===== config.mk =====
export PLATFORM = sky130hd
export DESIGN_NAME = scp_reduce
export DESIGN_NICKNAME = d
export VERILOG_FILES = /design/src/scp_pkg.sv /design/src/scp_reduce.sv
export SDC_FILE = /design/constraint.sdc
export NUM_CORES = 2
export LEC_CHECK = 0
export ABC_CLOCK_PERIOD_IN_PS = 13900
export BUFFER_PORTS_ARGS = -buffer_cell sky130_fd_sc_hd__buf_2
export CAP_MARGIN = 10
export CORE_UTILIZATION = 50
export CTS_CLUSTER_SIZE = 12
export DETAILED_ROUTE_END_ITERATION = 8
export GPL_TIMING_DRIVEN = 0
export PLACE_DENSITY_LB_ADDON = 0.12
export REMOVE_ABC_BUFFERS = 1
export SYNTH_ARGS = -nofsm -noshare
export SYNTH_HDL_FRONTEND = slang
export SYNTH_SLANG_ARGS = --single-unit

===== constraint.sdc =====
create_clock -name i_clk -period 13.9 [get_ports i_clk]
set_input_delay 0 -clock i_clk [delete_from_list [all_inputs] [get_ports i_clk]]
set_output_delay 0 -clock i_clk [all_outputs]
set_load 0.005 [all_outputs]

===== src/scp_pkg.sv =====
// Shared widths, constants, coefficient tables and chain type of the sine/cosine block.
package scp_pkg;

    localparam int ANGLE_W   = 32;
    localparam int OUT_W     = 32;
    localparam int INV_PI_W  = 31;
    localparam int PI_W      = 34;
    localparam int X_W       = 36;
    localparam int Z_W       = 38;
    localparam int XZ_W      = 40;
    localparam int U_W       = 62;
    localparam int S_W       = 40;
    localparam int N_TERMS   = 6;
    localparam int Q_SHIFT   = 32;
    localparam int P_SHIFT   = 60;

    localparam logic [INV_PI_W-1:0] INV_PI_Q32 = 31'd1367130551;
    localparam logic [PI_W-1:0]     PI_Q32     = 34'd13493037705;
    localparam logic signed [S_W-1:0] ONE_Q32  = 40'sd4294967296;
    localparam logic [OUT_W-1:0]    ONE_Q30    = 32'd1073741824;

    localparam logic signed [U_W-1:0] SIN_COEF [N_TERMS] = '{
        62'sd155973539,
        -62'sd28480785949,
        62'sd3174330247014,
        -62'sd228744019144900,
        62'sd9607661411657000,
        -62'sd192153576414997799
    };

    localparam logic signed [U_W-1:0] COS_COEF [N_TERMS] = '{
        62'sd1993472301,
        -62'sd312366626422,
        62'sd28559759910000,
        -62'sd1601166548000000,
        62'sd48038225777285291,
        -62'sd576460648540488073
    };

    typedef struct packed {
        logic                    valid;
        logic signed [U_W-1:0]   u_sin;
        logic signed [U_W-1:0]   u_cos;
        logic signed [Z_W-1:0]   z;
        logic signed [X_W-1:0]   x;
        logic signed [XZ_W-1:0]  xz;
    } t_chain;

endpackage


===== src/scp_reduce.sv =====
// Five-stage range reduction of the angle by whole half-turns into a Q32 remainder.
module scp_reduce #(
    parameter int FRAC_W = 24
) (
    input  logic                                 i_clk,
    input  logic                                 i_rst_n,
    input  logic                                 i_valid,
    input  logic signed [scp_pkg::ANGLE_W-1:0]   i_angle,
    output logic                                 o_valid,
    output logic signed [scp_pkg::X_W-1:0]       o_x
);

    localparam int ANG_W  = scp_pkg::ANGLE_W;
    localparam int XW     = scp_pkg::X_W;
    localparam int PROD_W = ANG_W + scp_pkg::INV_PI_W;
    localparam int CNT_W  = PROD_W - FRAC_W - scp_pkg::Q_SHIFT;
    localparam int MS_W   = ANG_W + scp_pkg::Q_SHIFT - FRAC_W;
    localparam int CP_W   = CNT_W + scp_pkg::PI_W;
    localparam logic [ANG_W-1:0] ANG_ONE = ANG_W'(1);
    localparam logic [XW-1:0]    PI_X    = XW'(scp_pkg::PI_Q32);

    logic [ANG_W-1:0]  a_bits;
    logic [PROD_W-1:0] prod;
    logic [MS_W-1:0]   mshift;
    logic [CP_W-1:0]   cp;
    logic [XW-1:0]     minuend;
    logic [XW-1:0]     subtrahend;

    logic              r_v1, r_v2, r_v3, r_v4, r_v5;
    logic [ANG_W-1:0]  r1_mag, r2_mag;
    logic              r1_neg, r2_neg, r3_neg, r4_neg;
    logic [CNT_W-1:0]  r2_cnt;
    logic [XW-1:0]     r3_m, r3_cp;
    logic              r3_odd, r4_odd;
    logic [XW-1:0]     r4_xp;
    logic [XW-1:0]     r5_x;

    assign a_bits = i_angle;

    always_comb begin
        prod   = PROD_W'(r1_mag) * PROD_W'(scp_pkg::INV_PI_Q32);
        mshift = {r2_mag, {(MS_W - ANG_W){1'b0}}};
        cp     = CP_W'(r2_cnt) * CP_W'(scp_pkg::PI_Q32);
        case ({r4_odd, r4_neg})
            2'b00: begin
                minuend    = r4_xp;
                subtrahend = '0;
            end
            2'b01: begin
                minuend    = '0;
                subtrahend = r4_xp;
            end
            2'b11: begin
                minuend    = PI_X;
                subtrahend = r4_xp;
            end
            default: begin
                if (r4_xp != '0) begin
                    minuend    = r4_xp;
                    subtrahend = PI_X;
                end else begin
                    minuend    = PI_X;
                    subtrahend = '0;
                end
            end
        endcase
    end

    always_ff @(posedge i_clk) begin
        if (!i_rst_n) begin
            r_v1 <= 1'b0;
            r_v2 <= 1'b0;
            r_v3 <= 1'b0;
            r_v4 <= 1'b0;
            r_v5 <= 1'b0;
        end else begin
            r_v1 <= i_valid;
            r_v2 <= r_v1;
            r_v3 <= r_v2;
            r_v4 <= r_v3;
            r_v5 <= r_v4;
        end
    end

    always_ff @(posedge i_clk) begin
        r1_mag <= a_bits[ANG_W-1] ? (~a_bits + ANG_ONE) : a_bits;
        r1_neg <= a_bits[ANG_W-1];
        r2_cnt <= prod[PROD_W-1 -: CNT_W];
        r2_mag <= r1_mag;
        r2_neg <= r1_neg;
        r3_m   <= mshift[XW-1:0];
        r3_cp  <= cp[XW-1:0];
        r3_neg <= r2_neg;
        r3_odd <= r2_cnt[0];
        r4_xp  <= r3_m - r3_cp;
        r4_neg <= r3_neg;
        r4_odd <= r3_odd;
        r5_x   <= minuend - subtrahend;
    end

    assign o_valid = r_v5;
    assign o_x     = r5_x;

endmodule


==> results.json <==
{
  "grt_overflow": 0,
  "cts_setup_buffers": 0,
  "vias": 18700,
  "start_util_pct": 50.9,
  "drt_wl_total_um": 64700,
  "fin_crit_ns": 8.59,
  "syn_avg_cell_area_um2": 9.98,
  "gp_congestion": 0.905,
  "yosysMostFrequentCell": "inv_1",
  "synthTopCellsByCount": "inv_1, ha_1, fa_1",
  "grt_pass1_vias": 20200,
  "fillers": 4887,
  "cts_tree": "yes",
  "syn-cell-area_um2": 28200,
  "clk_path_buf_depth": 3,
  "yosys-top-cells-area": "fa_1, ha_1, dfxtp_1",
  "io_buffers": 71,
  "yosysSeqAreaShare_pct": 15.1,
  "cts_resized": 0,
  "clk_latency_ns": 0.53,
  "drive_above_1_share_pct": 4.46,
  "hpwl_um": 57200,
  "cts_buffers": 26,
  "stdcell_area_um2": 30800,
  "core.rowCount": 86,
  "synth_seq_cells": 212,
  "synthFlopType": "dfxtp_1",
  "area_growth_pct": 9.40,
  "synth_edf_count": 0,
  "max-slew-margin-rel_pct": 14.6,
  "synth_area_leader_cell": "fa_1",
  "multi_input_area_um2": 21100,
  "die_h_um": 239,
  "fin_crit_sh_pct": 61.8,
  "drtIter0Drc": 875,
  "wl_per_cell_um": 17.4,
  "fin_tns_setup_ns": 0,
  "cts_htree_levels": 1,
  "antenna_found_initial": 1,
  "cts_hold_buffers": 52,
  "cp.arrival_ns": 9.01,
  "status": "completed",
  "setup_viol": 0,
  "die_w_um": 239,
  "path_max_fanout": 8,
  "fin_worst_skew_ns": 0.0243,
  "drc_errors": 0,
  "core_um2": 55400,
  "dpl_cell_area_um2": 29400,
  "whs_ns": 0.197,
  "timing.fmax_mhz": 116,
  "worst_pin_slew_ns": 1.27,
  "maxSlewViolCount": 0,
  "cp-end-kind": "flop",
  "die-area_um2": 57300,
  "critPathLaunchType": "flop",
  "first_pass_iters": 5,
  "cap_violations": 0,
  "cts-root-buf": "clkbuf_16",
  "grt.total_usage_pct": 24.2,
  "async_flop_share_pct": 0,
  "min-delay-path-class": "in2reg",
  "grt_max_degree": 69,
  "ff2ff_setup_slack_ns": 5.31,
  "clkTransAtPathRegs_ns": 0.06,
  "nets": 3947,
  "ant_nets": 0,
  "syn_inst": 2826,
  "ios": 72,
  "rsz0062_at_grt": "no",
  "required_ns": 14.32,
  "clock-sinks": 212,
  "grt_pass1_wl_um": 108000,
  "hold_violations": 0,
  "ys_types": 62,
  "vias_per_cell": 5.04,
  "regArea_um2": 4250,
  "critPathKind": "reg2reg",
  "synth_top_area_share_pct": 32.5,
  "yosysWarnings": 0
}
-- metrics by stage --
step / cells / util [%] / setup slack (ns)
4_1_cts: 3710 / 55.6 / 5.38
3_5_place_dp: 3612 / 53.0 / 5.39
2_1_floorplan: 2792 / - / 7.37
5_1_grt: 3711 / 55.7 / 5.17
6_report: 3711 / 55.7 / 5.31
3_3_place_gp: 3611 / 53.0 / 5.45
-- final timing paths --
path	from	cells after the start	to
max	r1_mag[3]	24	r2_cnt[3]
min	i_angle[0]	2	r1_mag[0]
max reg2reg	r1_mag[3]	24	r2_cnt[3]
min reg2reg	r2_mag[24]	0	r3_m[32]
-- cells by family (layout without fill, tap and decap cells) --
family                   Yosys count  in the layout  share of synthesized area, %
adder cells (fa/ha/maj)          968            968                          55.2
buffers and inverters            756            892                          10.1
AO/OA/AOI/OAI                    413            413                          9.37
AND/OR/NAND/NOR                  339            339                          6.07
flip-flops                       212            212                          15.1
XOR/XNOR                         138            138                          4.29
other                              0              1                             0
-- placed cells by master, fill, tap and decap left out, types with 25 or more instances in the layout --
| master | synthesis | layout |
|---|---|---|
| nand4_1 | 25 | 25 |
| buf_2 | 0 | 71 |
| nand3_1 | 36 | 36 |
| a21oi_1 | 127 | 127 |
| nor2_1 | 65 | 65 |
| clkbuf_16 | 0 | 26 |
| nor2b_1 | 25 | 25 |
| ha_1 | 510 | 510 |
| a21o_1 | 79 | 79 |
| fa_1 | 458 | 458 |
| dlygate4sd3_1 | 0 | 52 |
| dfxtp_1 | 212 | 211 |
| xnor2_1 | 94 | 94 |
| o21ai_0 | 83 | 83 |
| inv_1 | 722 | 722 |
| nand2_1 | 96 | 96 |
| xor2_1 | 44 | 44 |
-- worst max-delay path, cell delays in order, from the launching register on --
cell	delay, ns
dfxtp_1	0.71
inv_1	0.24
fa_1	0.53
inv_1	0.06
fa_1	0.48
ha_1	0.13
inv_1	0.05
fa_1	0.50
fa_1	0.55
inv_1	0.06
fa_1	0.50
fa_1	0.54
inv_1	0.05
fa_1	0.52
inv_1	0.04
ha_1	0.34
and4_1	0.31
o2111ai_1	0.13
a311oi_1	0.09
a211oi_1	0.93
nor3_1	0.20
o41ai_1	0.78
and3_1	0.32
o21ai_0	0.12
xor2_1	0.29
-- flip-flops by register name, indices dropped and copies added (netlist names), 7 cells and up --
register  flops
r3_cp        36
r2_cnt        7
r3_m         28
r2_mag       28
r1_mag       32
r4_xp        36
o_x          36
-- per-layer routing --
| layer | part of all wire (%) | wire length [um] | track usage, % |
|---|---|---|---|
| met2 | 49 | 31900 | 42.2 |
| met1 | 45 | 29400 | 32.9 |
| met5 | 0 | 0 | 0 |
| met4 | 2.2 | 1400 | 4.91 |
| met3 | 3.1 | 2030 | 2.02 |
-- area by class of cell --
class                   instances  share of cell area (%)
flip-flops and latches        212                    13.8
clock buffers                  34                    2.37
multi-input cells            1858                    68.4
inverters                     722                    8.79
well taps                     748                    3.03
clock inverters                12                   0.682
repair buffers                124                    2.90
diodes                          1                 0.00811
Power is not shown: default switching activity piles up to over one toggle a cycle in this logic, so the estimate is an artifact.
