<file path="config.mk">
export PLATFORM = sky130hd
export DESIGN_NAME = scp_mul_round
export DESIGN_NICKNAME = d
export VERILOG_FILES = /design/src/scp_mul_round.sv
export SDC_FILE = /design/constraint.sdc
export NUM_CORES = 2
export LEC_CHECK = 0
export ABC_AREA = 1
export BUFFER_PORTS_ARGS = -buffer_cell sky130_fd_sc_hd__buf_4
export CELL_PAD_IN_SITES_DETAIL_PLACEMENT = 0
export CELL_PAD_IN_SITES_GLOBAL_PLACEMENT = 1
export CORE_ASPECT_RATIO = 1.5
export CORE_MARGIN = 8
export CORE_UTILIZATION = 50
export CTS_BUF_LIST = sky130_fd_sc_hd__clkbuf_4
export DETAILED_ROUTE_END_ITERATION = 8
export PLACE_DENSITY_LB_ADDON = 0.1
export SYNTH_ARGS = -nofsm -noshare
export SYNTH_HDL_FRONTEND = slang
export SYNTH_SLANG_ARGS = --single-unit
</file>
<file path="constraint.sdc">
create_clock -name i_clk -period 10.3 [get_ports i_clk]
set_input_delay 1.03 -clock i_clk [delete_from_list [all_inputs] [get_ports i_clk]]
set_output_delay 1.03 -clock i_clk [all_outputs]
set_load 0.005 [all_outputs]
</file>
<file path="src/scp_mul_round.sv">
// Four-stage signed multiplier with symmetric rounding shift, addend and side-band delay.
module scp_mul_round #(
    parameter int A_W    = 36,
    parameter int B_W    = 36,
    parameter int R_W    = 38,
    parameter int SHIFT  = 32,
    parameter int SIDE_W = 1
) (
    input  logic                  i_clk,
    input  logic                  i_rst_n,
    input  logic                  i_valid,
    input  logic signed [A_W-1:0] i_a,
    input  logic signed [B_W-1:0] i_b,
    input  logic signed [R_W-1:0] i_addend,
    input  logic [SIDE_W-1:0]     i_side,
    output logic                  o_valid,
    output logic signed [R_W-1:0] o_res,
    output logic [SIDE_W-1:0]     o_side
);

    localparam int LO_W = (A_W + 1) / 2;
    localparam int HI_W = A_W - LO_W;
    localparam int PL_W = LO_W + B_W;
    localparam int PH_W = HI_W + B_W;
    localparam int P_W  = A_W + B_W;
    localparam logic [A_W-1:0] A_ONE = A_W'(1);
    localparam logic [B_W-1:0] B_ONE = B_W'(1);
    localparam logic [P_W-1:0] HALF  = P_W'(1) << (SHIFT - 1);

    logic [A_W-1:0]    a_bits;
    logic [B_W-1:0]    b_bits;
    logic [A_W-1:0]    n_am;
    logic [B_W-1:0]    n_bm;
    logic [PL_W-1:0]   n_pl;
    logic [PH_W-1:0]   n_ph;
    logic [P_W-1:0]    n_full;
    logic [R_W-1:0]    n_rm;
    logic [R_W-1:0]    n_res;

    logic              r_v1, r_v2, r_v3, r_v4;
    logic [A_W-1:0]    r1_am;
    logic [B_W-1:0]    r1_bm;
    logic              r1_neg, r2_neg, r3_neg;
    logic [R_W-1:0]    r1_add, r2_add, r3_add;
    logic [SIDE_W-1:0] r1_side, r2_side, r3_side, r4_side;
    logic [PL_W-1:0]   r2_pl;
    logic [PH_W-1:0]   r2_ph;
    logic [R_W-1:0]    r3_rm;
    logic [R_W-1:0]    r4_res;

    assign a_bits = i_a;
    assign b_bits = i_b;

    always_comb begin
        n_am   = a_bits[A_W-1] ? (~a_bits + A_ONE) : a_bits;
        n_bm   = b_bits[B_W-1] ? (~b_bits + B_ONE) : b_bits;
        n_pl   = PL_W'(r1_am[LO_W-1:0]) * PL_W'(r1_bm);
        n_ph   = PH_W'(r1_am[A_W-1:LO_W]) * PH_W'(r1_bm);
        n_full = (P_W'(r2_ph) << LO_W) + P_W'(r2_pl) + HALF;
        n_rm   = n_full[SHIFT +: R_W];
        n_res  = r3_neg ? (r3_add - r3_rm) : (r3_add + r3_rm);
    end

    always_ff @(posedge i_clk) begin
        if (!i_rst_n) begin
            r_v1 <= 1'b0;
            r_v2 <= 1'b0;
            r_v3 <= 1'b0;
            r_v4 <= 1'b0;
        end else begin
            r_v1 <= i_valid;
            r_v2 <= r_v1;
            r_v3 <= r_v2;
            r_v4 <= r_v3;
        end
    end

    always_ff @(posedge i_clk) begin
        r1_am   <= n_am;
        r1_bm   <= n_bm;
        r1_neg  <= a_bits[A_W-1] ^ b_bits[B_W-1];
        r1_add  <= i_addend;
        r1_side <= i_side;
        r2_pl   <= n_pl;
        r2_ph   <= n_ph;
        r2_neg  <= r1_neg;
        r2_add  <= r1_add;
        r2_side <= r1_side;
        r3_rm   <= n_rm;
        r3_neg  <= r2_neg;
        r3_add  <= r2_add;
        r3_side <= r2_side;
        r4_res  <= n_res;
        r4_side <= r3_side;
    end

    assign o_valid = r_v4;
    assign o_res   = r4_res;
    assign o_side  = r4_side;

endmodule

</file>
==> metrics.json <==
{
  "floorplanning": {
    "die_area_um2": 132000,
    "core-area_um2": 120000,
    "initial_core_util": 0.502,
    "die_h_um": 442,
    "num_rows": 156,
    "num_io_pins": 154,
    "overall_die_width_um": 300
  },
  "layout": {
    "fillerInstances": 12100,
    "layout.cells.non_filler": 10100,
    "flow.area_growth_from_synthesis_pct": 6.35,
    "drive_above_1_share": 0.0509,
    "layout.area.seq_um2": 7240,
    "multi_input_comb_area_um2": 43300,
    "design.final.nets": 9958
  },
  "timing": {
    "timing.final.setup_violations": 0,
    "final.hold.worst_slack_ps": 102,
    "final.setup_skew_ps": 58.7,
    "tightestPinTransition_ps": 1210,
    "unrepaired_setup_endpoints_after_global_routing": "no",
    "fin_ws_ps": 3400,
    "portion_of_the_clock_cycle_consumed_by_the_worst_path_in_the_final_layout": 0.670,
    "timing.fmax_mhz": 145,
    "period_needed_ps": 6900,
    "finalHoldViolCount": 0,
    "maxSlewViolCount": 0,
    "timing.max_slew.rel_slack": 0.189,
    "fin_setup_tns_ps": 0
  },
  "route": {
    "detail_route.wl_per_cell_um": 20.9,
    "routed-via-count": 51500,
    "routed_via_density": 5.12,
    "detailedRoute.firstPassIterationCount": 5,
    "drcViolationCount": 0,
    "drt_iter0_drc": 3030,
    "detail-route-antenna-nets": 0,
    "drt_wl_total_mm": 210
  },
  "placement": {
    "place_worst_setup_slack_ps": 3410,
    "hpwl_after_detailed_placement_mm": 169,
    "numPlacedInstances": 9872,
    "gp_congestion": 1.00,
    "numPortBuffers": 153
  },
  "critical_path": {
    "timing.critical_path.required_ps": 11230,
    "critPathCaptureType": "flop",
    "worst_setup_path_start_kind": "flop",
    "path_max_fanout": 19,
    "startpoint_to_endpoint_class_of_the_critical_path": "reg -> reg",
    "worst-endpoint-arrival_ps": 7830
  },
  "grt": {
    "global_route.usage.met2": 0.592,
    "track_usage": 0.319,
    "number_of_global_route_vias_before_repair": 56400,
    "groute.layer.met1.usage": 0.336,
    "use_met3": 0.0438,
    "largest_net_degree_at_the_start_of_global_routing": 37,
    "grt_antenna_before_repair": 3,
    "grt-ovfl-total": 0,
    "gr-max-usage-layer": "met2",
    "grt_pass1_wl_mm": 323
  },
  "cts": {
    "cts.htree.levels": 3,
    "cts_tree": "yes",
    "clock_sinks": 361,
    "postCtsHoldBufs": 14,
    "cts_root_buffer": "sky130_fd_sc_hd__clkbuf_4",
    "worst_skew_pair.late_latency_ps": 1060,
    "postCtsSetupRepairBufs": 0,
    "postCtsResizedCells": 0,
    "cts.reportedPaths.clkPinSlew_ps": 80,
    "cts-buffers-inserted": 98,
    "cts-root-to-sink-buffers": 3
  },
  "job": {
    "cap_viol_max_count": 0
  },
  "logic_synthesis": {
    "yosys_warnings": 0,
    "postSynth.asyncResetShare": 0,
    "synthesized_nets": 9926,
    "synthesis.area_um2": 60400,
    "synth.most_common_cell": "sky130_fd_sc_hd__nand2_1",
    "synth.yosys.seq_area_share": 0.120,
    "postSynthAreaPerCell_um2": 7.21,
    "yosys.area.top_type": "sky130_fd_sc_hd__fa_1",
    "synth_area_leaders": "sky130_fd_sc_hd__fa_1 36%, sky130_fd_sc_hd__nand2_1 16%, sky130_fd_sc_hd__inv_1 14%, sky130_fd_sc_hd__dfxtp_1 12%, sky130_fd_sc_hd__ha_1 7.3%",
    "yosys.cell_types.count": 41,
    "top_area_cell_type_share_of_the_netlist_area": 0.360,
    "ys_seq_elements": 361,
    "post_synth_most_frequent_cells": "2564 x sky130_fd_sc_hd__nand2_1, 2329 x sky130_fd_sc_hd__inv_1, 1086 x sky130_fd_sc_hd__fa_1",
    "postSynth.topFlopCell": "sky130_fd_sc_hd__dfxtp_1",
    "edff_count_synth": 0,
    "synth_cells": 8374
  },
  "outcome": {
    "status": "complete, no violations"
  },
  "min_path": {
    "hp-class": "in -> reg"
  }
}
## layout by cell type, fill, tap and decap left out, types with 4 or more instances in the layout
master	count
sky130_fd_sc_hd__nand2_1	2564
sky130_fd_sc_hd__inv_1	2329
sky130_fd_sc_hd__fa_1	1086
sky130_fd_sc_hd__nor2_1	413
sky130_fd_sc_hd__ha_1	352
sky130_fd_sc_hd__dfxtp_1	351
sky130_fd_sc_hd__buf_4	219
sky130_fd_sc_hd__a21oi_1	202
sky130_fd_sc_hd__nand3_1	182
sky130_fd_sc_hd__xor2_1	144
sky130_fd_sc_hd__o21ai_0	128
sky130_fd_sc_hd__clkbuf_4	119
sky130_fd_sc_hd__nand4_1	81
sky130_fd_sc_hd__nor3_1	44
sky130_fd_sc_hd__xnor2_1	42
sky130_fd_sc_hd__clkinv_1	25
sky130_fd_sc_hd__o21bai_1	24
sky130_fd_sc_hd__nor2_2	21
sky130_fd_sc_hd__dlygate4sd3_1	14
sky130_fd_sc_hd__o21ai_1	12
sky130_fd_sc_hd__nand2_2	12
sky130_fd_sc_hd__nand3b_1	11
sky130_fd_sc_hd__clkinv_2	11
sky130_fd_sc_hd__dfxtp_2	10
sky130_fd_sc_hd__o21ai_2	9
sky130_fd_sc_hd__a21o_1	7
sky130_fd_sc_hd__nor4_1	5
sky130_fd_sc_hd__nor3_2	5
sky130_fd_sc_hd__o31ai_1	5
sky130_fd_sc_hd__diode_2	4
sky130_fd_sc_hd__and3_1	4
sky130_fd_sc_hd__and2_1	4
sky130_fd_sc_hd__nand3_2	4
sky130_fd_sc_hd__inv_6	4
## per-layer routing
metal	vias up	wire length, µm
li1	23900	-
met1	25100	72900
met2	1887	110000
met3	602	12500
met4	2	15100
met5	-	13
## worst max-delay path, stage by stage, from the launching register on
cell and delay [ps]:
sky130_fd_sc_hd__dfxtp_1 1130, sky130_fd_sc_hd__buf_4 440, sky130_fd_sc_hd__nand2_1 120, sky130_fd_sc_hd__fa_1 510
sky130_fd_sc_hd__inv_1 50, sky130_fd_sc_hd__fa_1 530, sky130_fd_sc_hd__inv_1 50, sky130_fd_sc_hd__fa_1 490
sky130_fd_sc_hd__inv_1 50, sky130_fd_sc_hd__fa_1 460, sky130_fd_sc_hd__fa_1 540, sky130_fd_sc_hd__inv_1 50
sky130_fd_sc_hd__fa_1 550, sky130_fd_sc_hd__inv_1 50, sky130_fd_sc_hd__ha_1 400, sky130_fd_sc_hd__nand2_1 120
sky130_fd_sc_hd__nor2_1 220, sky130_fd_sc_hd__nand2_1 200, sky130_fd_sc_hd__nor3_1 320, sky130_fd_sc_hd__nand3_1 250
sky130_fd_sc_hd__nand4_1 160, sky130_fd_sc_hd__nand2_1 60
## sequential cells by signal, indices dropped and copies added (netlist names), 36 cells and up
name / cells
r1_am: 36
r3_add: 38
r1_bm: 36
r2_ph: 52
r2_add: 38
o_res: 38
r1_add: 38
r2_pl: 36
r3_rm: 38
## per-stage QoR
| stage | area, µm² | utilization |
|---|---|---|
| final | 64200 | 0.534 |
| after global routing | 64200 | 0.534 |
| after CTS | 64200 | 0.534 |
| after detailed placement | 62900 | 0.523 |
| after global placement | 62900 | 0.523 |
| after floorplan | 60400 | - |
## worst paths after layout
path | endpoint | slack (ps) | cells past startpoint | from
setup / recovery | r2_ph[39]$_DFF_P_ | 3400 | 21 | r1_bm[31]$_DFF_P_
setup reg to reg | r2_ph[39]$_DFF_P_ | 3400 | 21 | r1_bm[31]$_DFF_P_
hold / removal | r1_add[17]$_DFF_P_ | 100 | 1 | i_addend[17]
hold reg to reg | r3_add[5]$_DFF_P_ | 310 | 0 | r2_add[5]$_DFF_P_
## cells by family (layout without fill, tap and decap cells)
| group | Yosys count | after routing | synth area share |
|---|---|---|---|
| AO/OA/AOI/OAI | 396 | 396 | 0.0353 |
| XOR/XNOR | 186 | 186 | 0.0270 |
| adder cells (fa/ha/maj) | 1438 | 1438 | 0.433 |
| buffers and inverters | 2633 | 2729 | 0.164 |
| flip-flops | 361 | 361 | 0.120 |
| other | 0 | 4 | 0 |
| AND/OR/NAND/NOR | 3360 | 3360 | 0.222 |
## layout make-up
type / count / area share
multi-input cells: 5380 / 0.674
inverters: 2332 / 0.136
flip-flops and latches: 361 / 0.113
well taps: 1580 / 0.0308
repair buffers: 233 / 0.0278
clock buffers: 119 / 0.0139
clock inverters: 45 / 0.00454
diodes: 4 / 0.000156
Power is not shown: default switching activity piles up to over one toggle a cycle in this logic, so the estimate is an artifact.
