### src/scp_pkg.sv
// Shared widths, constants, coefficient tables and chain type of the sine/cosine block.
package scp_pkg;

    localparam int ANGLE_W   = 32;
    localparam int OUT_W     = 32;
    localparam int INV_PI_W  = 31;
    localparam int PI_W      = 34;
    localparam int X_W       = 36;
    localparam int Z_W       = 38;
    localparam int XZ_W      = 40;
    localparam int U_W       = 62;
    localparam int S_W       = 40;
    localparam int N_TERMS   = 6;
    localparam int Q_SHIFT   = 32;
    localparam int P_SHIFT   = 60;

    localparam logic [INV_PI_W-1:0] INV_PI_Q32 = 31'd1367130551;
    localparam logic [PI_W-1:0]     PI_Q32     = 34'd13493037705;
    localparam logic signed [S_W-1:0] ONE_Q32  = 40'sd4294967296;
    localparam logic [OUT_W-1:0]    ONE_Q30    = 32'd1073741824;

    localparam logic signed [U_W-1:0] SIN_COEF [N_TERMS] = '{
        62'sd155973539,
        -62'sd28480785949,
        62'sd3174330247014,
        -62'sd228744019144900,
        62'sd9607661411657000,
        -62'sd192153576414997799
    };

    localparam logic signed [U_W-1:0] COS_COEF [N_TERMS] = '{
        62'sd1993472301,
        -62'sd312366626422,
        62'sd28559759910000,
        -62'sd1601166548000000,
        62'sd48038225777285291,
        -62'sd576460648540488073
    };

    typedef struct packed {
        logic                    valid;
        logic signed [U_W-1:0]   u_sin;
        logic signed [U_W-1:0]   u_cos;
        logic signed [Z_W-1:0]   z;
        logic signed [X_W-1:0]   x;
        logic signed [XZ_W-1:0]  xz;
    } t_chain;

endpackage

### src/scp_sat.sv
// Two-stage conversion of a Q32 value to Q30 with symmetric rounding and saturation to one.
module scp_sat (
    input  logic                                i_clk,
    input  logic signed [scp_pkg::S_W-1:0]      i_value,
    output logic signed [scp_pkg::OUT_W-1:0]    o_value
);

    localparam int SW = scp_pkg::S_W;
    localparam int OW = scp_pkg::OUT_W;
    localparam int MW = SW - 2;

    logic [SW-1:0] v_bits;
    logic [SW-1:0] n_biased;
    logic          over;
    logic [OW-1:0] mag_c;
    logic [OW-1:0] n_out;

    logic [MW-1:0] r_mag;
    logic          r_neg;
    logic [OW-1:0] r_out;

    assign v_bits = i_value;

    always_comb begin
        n_biased = v_bits[SW-1] ? (~v_bits + SW'(3)) : (v_bits + SW'(2));
        over     = r_mag > MW'(scp_pkg::ONE_Q30);
        mag_c    = over ? scp_pkg::ONE_Q30 : r_mag[OW-1:0];
        n_out    = r_neg ? (OW'(0) - mag_c) : mag_c;
    end

    always_ff @(posedge i_clk) begin
        r_mag <= n_biased[SW-1:2];
        r_neg <= v_bits[SW-1];
        r_out <= n_out;
    end

    assign o_value = r_out;

endmodule

### config.mk
export PLATFORM = sky130hd
export DESIGN_NAME = scp_sat
export DESIGN_NICKNAME = d
export VERILOG_FILES = /design/src/scp_pkg.sv /design/src/scp_sat.sv
export SDC_FILE = /design/constraint.sdc
export NUM_CORES = 1
export LEC_CHECK = 0
export ABC_AREA = 1
export BUFFER_PORTS_ARGS = -buffer_cell sky130_fd_sc_hd__buf_2
export CORE_ASPECT_RATIO = 0.6
export CORE_UTILIZATION = 46
export DETAILED_ROUTE_END_ITERATION = 16
export PLACE_DENSITY = 0.65
export RECOVER_POWER = 100
export SYNTH_ARGS = -nofsm -noshare
export SYNTH_HDL_FRONTEND = slang
export SYNTH_SLANG_ARGS = --single-unit
export TNS_END_PERCENT = 1
### constraint.sdc
create_clock -name i_clk -period 3.1 [get_ports i_clk]
set_input_delay 0.465 -clock i_clk [delete_from_list [all_inputs] [get_ports i_clk]]
set_output_delay 0.465 -clock i_clk [all_outputs]
set_load 0.05 [all_outputs]
==> impl_metrics.ini, run 1 <==
[setup_path]
crit_start = r_mag[19]$_DFF_P_
crit_family = simple AND/OR/NAND/NOR gates
cp_max_fo = 36
max_stage_delay_ps = 470
reg2reg_to = o_value[14]$_DFF_P_
critPathLaunchType = flip-flop
worstPathArrival_ps = 2990
rrSetupSlack_ps = 320
timing.critical_path.mode_cell = nand2_1
reg2reg_from = r_mag[19]$_DFF_P_
cp-end-kind = flip-flop
crit_end = o_value[14]$_DFF_P_
crit_buf_inv = 2
critPathSlowestCell = clkbuf_1
cp_cell_sequence = inv_1 > nand2_1 > nor2_1 > nand2_1 > nor2_1 > nand3_2 > nand2_4 > clkbuf_1 > o41ai_1 > nand3_2 > nand2_1 > xor2_2
crit_required_ps = 3310
rr_worst_depth = 12
path_class = reg2reg
path_depth = 12

[synthesis]
synthDistinctLibCells = 47
synth_edf_count = 0
synthCells = 842
synth_seq_cells = 71
syn_area_um2 = 5330
synth_nets = 887
synthFlopType = dfxtp_1
ys_warn_count = 0
async_reset_ff_frac = 0
ys_seq_area_frac = 0.267
avgSynthCellArea_um2 = 6.33

[placement]
placed_cells = 1065
placed_area_um2 = 5850
port_buffers = 72
gp_congestion = 1.08
hpwl_mm = 15.0

[cells_and_area]
n_fill_cell = 1219
final_common_cell = nand2_1
final_cell_mix = 243 x nand2_1, 127 x nor2_1, 86 x inv_1
design_area_um2 = 6010
final_util = 0.532
area_growth_pct = 12.7
final_cells = 1080
n_antenna_cell = 0
final_nets = 961
drive_above_1_share = 0.122

[die]
io_pins = 73
fp.dieH_um = 85.4
rows = 30
core-area_um2 = 11300
die-area_um2 = 12000
initial_core_util = 0.472
die_w_um = 141

[sta]
rsz0062_at_grt = false
relSlewSlack = 0.0755
max_freq_mhz = 360
tns_ps = 0
skew_ps = 9.38
period_share = 0.896
worstMarginPinSlew_ps = 1390
timing_hold_violations_final = 0
fin_crit_ps = 2780
setup_viol = 0
whs_ps = 377
slew_violations = 0

[cts]
clock_latency_ps = 330
cts_max_level = 3
post_cts_buffers = 0
cts_resized = 0
cts_made_buffers = 9
root_buffer = clkbuf_16
hold_buffers = 0
cts_sinks = 71
cts_tree = built
clk_pin_slew_ps = 50
clockBufferDepth = 2

[pwr]
power_density_nw_per_um2 = 423
leakagePower_nw = 2.81
ir_drop_mv = 0.254

[global_routing]
grt_antenna_before_repair = 0
grt_pass1_wl_mm = 28.2
first_global_vias = 5078
gr-total-overflow = 0
grt_max_degree = 37
grt_usage = 0.314

[route]
ant_nets = 0
drt_iter0_markers = 885
totalWireLength_mm = 18.0
avgRoutedWirePerCell_um = 16.7
via_per_inst = 5.36
drc = 0
firstDrtPassIters = 7
routed-via-count = 5789

[run]
maxCapViolations = 0

[worst_hold_path]
hp-class = in2reg
whs_path_depth = 2
min_from = i_value[27]

[run_status]
status = complete, no violations
## cells in the mapped netlist (all sizes together) (4+ instances only)
cell type	number	area [µm²]
a21oi	6	41.3
o31ai	8	65.1
xnor2	6	52.6
nor4	17	113
xor2	55	497
inv	106	398
o41ai	10	106
nand4	21	131
buf	11	85.1
nand2	255	1020
nand3	49	280
nor2	130	526
nor3	25	153
clkbuf	8	30.0
o21ai	43	241
ha	4	50.1
or2	6	40.0
dfxtp	71	1420
## worst register-to-register path: stages, from the launching register on
cell and delay, ps:
dfxtp_1 320, inv_1 160, nand2_1 80, nor2_1 200, nand2_1 90, nor2_1 150, nand3_2 110, nand2_4 330
clkbuf_1 470, o41ai_1 280, nand3_2 130, nand2_1 140, xor2_2 200
## power breakdown
group	leakage, nW	switching (W)	total, W	internal (W)
clock	0.143	0.000362	0.00100	0.000640
sequential	0.588	0.0000758	0.00106	0.000983
combinational	2.08	0.000352	0.000479	0.000127
total	2.81	0.000790	0.00254	0.00175
## cell families after synthesis
group | Yosys count | share of synthesized area
AO/OA/AOI/OAI | 76 | 0.0974
XOR/XNOR | 61 | 0.103
flip-flops | 71 | 0.267
AND/OR/NAND/NOR | 505 | 0.427
buffers and inverters | 125 | 0.0962
adder cells (fa/ha/maj) | 4 | 0.00939
## registers in the layout, indices dropped and copies added, names as in the netlist
signal,count
o_value,32
r_neg,1
r_mag,38
## worst min-delay path by stage
| stage | to | slack [ps] |
|---|---|---|
| 2_1_floorplan | o_value[1]$_DFF_P_ | 470 |
| 3_3_place_gp | o_value[1]$_DFF_P_ | 540 |
| 3_5_place_dp | o_value[1]$_DFF_P_ | 550 |
| 4_1_cts | r_mag[25]$_DFF_P_ | 360 |
| 5_1_grt | r_mag[25]$_DFF_P_ | 360 |
| 6_report | r_mag[25]$_DFF_P_ | 380 |
## metal layers
metal,GRT usage,vias up,part of all wire
met1,0.483,2561,0.49
met5,0,-,0
met2,0.376,358,0.33
met3,0.157,14,0.17
met4,0.0484,0,0.0079
li1,-,2856,-
## through the flow
| step | power, W | worst slack (ps) |
|---|---|---|
| after floorplan | 0.00138 | 1000 |
| after global placement | 0.00155 | 728 |
| after detailed placement | 0.00155 | 673 |
| after CTS | 0.00257 | 691 |
| after global routing | 0.00266 | 205 |
| final | 0.00254 | 324 |
## cell type report
class / count / area [µm²] / share of cell area
multi-input combinational: 646 / 3320 / 0.552
tap: 160 / 200 / 0.0333
clock inverter: 3 / 43.8 / 0.00729
inverter: 106 / 398 / 0.0662
timing repair buffer: 82 / 380 / 0.0633
clock buffer: 12 / 246 / 0.0410
sequential: 71 / 1420 / 0.237
(Power assumes the default switching activity.)
==> inputs of run 2 (changes only) <==
--- a/config.mk
+++ b/config.mk
@@ -7,7 +7,7 @@
 export LEC_CHECK = 0
 export ABC_AREA = 1
 export BUFFER_PORTS_ARGS = -buffer_cell sky130_fd_sc_hd__buf_2
-export CORE_ASPECT_RATIO = 0.6
+export CORE_ASPECT_RATIO = 1.4
 export CORE_UTILIZATION = 46
 export DETAILED_ROUTE_END_ITERATION = 16
 export PLACE_DENSITY = 0.65
==> run 2 against run 1 <==
Compared with the run above:
- sequential power about the same
- combinational power fell by 3%
- clock skew about the same
- sequential cell count did not move
- clock-buffer cell count is 2 lower
- power is 4.0% lower
- via count is 3.6% lower
- fmax up 3.1%
- critical path type is now in2reg
- highest routed layer unchanged
==> impl_metrics.ini, run 2 (same netlist as run 1, synthesis figures left out) <==
[cts]
root_buffer = clkbuf_16
clockBufferDepth = 2
clock_latency_ps = 340
cts_resized = 0
cts_max_level = 3
clk_pin_slew_ps = 60
post_cts_buffers = 0
hold_buffers = 0
cts_sinks = 71
cts_made_buffers = 9
cts_tree = built

[pwr]
ir_drop_mv = 0.215
seq_power_share = 0.429
finalPower_w = 0.00244
power_density_nw_per_um2 = 410
clkPwrFrac = 0.381
p_int_w = 0.00165
leakagePower_nw = 2.77
switching_power_w = 0.000786
combPwrFrac = 0.190
switching_share = 0.323

[setup_path]
timing.critical_path.mode_cell = nor2_1
cp_cell_sequence = clkbuf_1 > inv_1 > nor3_1 > clkinv_1 > nor2_1 > nand3_1 > nor2_1 > inv_1 > nor2_4 > nand2_2 > nor3_2 > nor3_1 > nor2_1
critPathSlowestCell = nor3_1
rr_worst_depth = 18
crit_buf_inv = 4
max_stage_delay_ps = 530
cp_max_fo = 6
critPathLaunchType = primary input
cp-end-kind = flip-flop
crit_required_ps = 3350
worstPathArrival_ps = 2950
crit_family = simple AND/OR/NAND/NOR gates
path_depth = 13
path_class = in2reg

[cells_and_area]
multi_input_area_um2 = 3310
final_nets = 957
final_cell_mix = 244 x nand2_1, 128 x nor2_1, 86 x inv_1
n_antenna_cell = 0
regArea_um2 = 1420
design_area_um2 = 5940
largest-register = r_mag
n_fill_cell = 1247
drive_above_1_share = 0.116
largest_reg_flops = 38
final_common_cell = nand2_1
final_util = 0.527
area_growth_pct = 11.4

[run]
maxCapViolations = 0

[die]
rows = 46
io_pins = 73
initial_core_util = 0.473
die-area_um2 = 12000
core-area_um2 = 11300
die_w_um = 93.0
fp.dieH_um = 129

[sta]
fin_crit_ps = 2690
timing_hold_violations_final = 0
setup_viol = 0
period_share = 0.868
tns_ps = 0
slew_violations = 0
skew_ps = 9.32
setup_slack_ps = 408
worstMarginPinSlew_ps = 1390
rsz0062_at_grt = false
relSlewSlack = 0.0707
max_freq_mhz = 371

[route]
drt_iter0_markers = 291
drc = 0
totalWireLength_mm = 16.9
routed-via-count = 5579
avgRoutedWirePerCell_um = 15.9
via_per_inst = 5.26
ant_nets = 0
firstDrtPassIters = 5

[placement]
gp_congestion = 1.05
place_ws_ps = 609
port_buffers = 72
hpwl_mm = 14.0
placed_area_um2 = 5800

[worst_hold_path]
whs_path_depth = 2
hp-class = in2reg

[run_status]
status = complete, no violations

[global_routing]
gr-total-overflow = 0
grt_antenna_before_repair = 0
grt_pass1_wl_mm = 26.5
first_global_vias = 5347
grt_max_degree = 31
grt_usage = 0.291
[run 2: cell types whose count changed in the layout (fill, tap and decap cells not counted), moves of 2 or more]
cell	delta
nand3_2	-3
clkinvlp_4	+2
clkbuf_1	-2
nand3_1	+3
nand2_2	-2
buf_4	-2
[run 2: final cells by class]
type,instances,share of cell area
inverters,106,0.0670
well taps,144,0.0303
clock inverters,6,0.00779
repair buffers,78,0.0600
clock buffers,10,0.0386
flip-flops and latches,71,0.239
multi-input cells,646,0.557
[run 2: path summary, 6_finish.rpt]
path                                        start                  end  slack, ps
worst max-delay path                   i_value[1]    r_mag[30]$_DFF_P_        410
worst min-delay path                  i_value[27]    r_mag[25]$_DFF_P_        390
worst max register to register  r_mag[23]$_DFF_P_  o_value[18]$_DFF_P_        460
worst min register to register   r_mag[1]$_DFF_P_   o_value[1]$_DFF_P_        500
[run 2: worst reg2reg max path, stage by stage (launching register included)]
cell     delay, ps
dfxtp_1        370
inv_1           90
nand2_1        160
nor2_1          70
nand2_1         80
nor2_1          40
nand2_1         60
nand2_1         80
nand2_2        360
nor2_1         110
inv_1           70
ha_1           190
nand2_1        120
nor2_4         160
nand3_1        100
nand2_1        210
nand2_1         80
o21ai_0         80
nand2_1         80
[run 2: routing by layer]
metal / wire [µm] / up-vias / track usage
li1: - / 2853 / -
met1: 6280 / 2445 / 0.299
met2: 8490 / 215 / 0.527
met3: 698 / 66 / 0.0358
met4: 1420 / 0 / 0.236
met5: 0 / - / 0
[run 2: power groups by stage]
stage / Clock [W] / Combinational, W / Sequential [W]
after floorplan: 0 / 0.000263 / 0.00111
after CTS: 0.000950 / 0.000474 / 0.00104
final: 0.000929 / 0.000464 / 0.00105
after global placement: 0 / 0.000474 / 0.00106
after global routing: 0.000991 / 0.000513 / 0.00105
after detailed placement: 0 / 0.000473 / 0.00106
[run 2: metrics by stage]
stage,hold WS [ps],cells
CTS,379,1061
finish,387,1061
global route,383,1061
global placement,502,1045
floorplan,469,842
detailed placement,500,1045
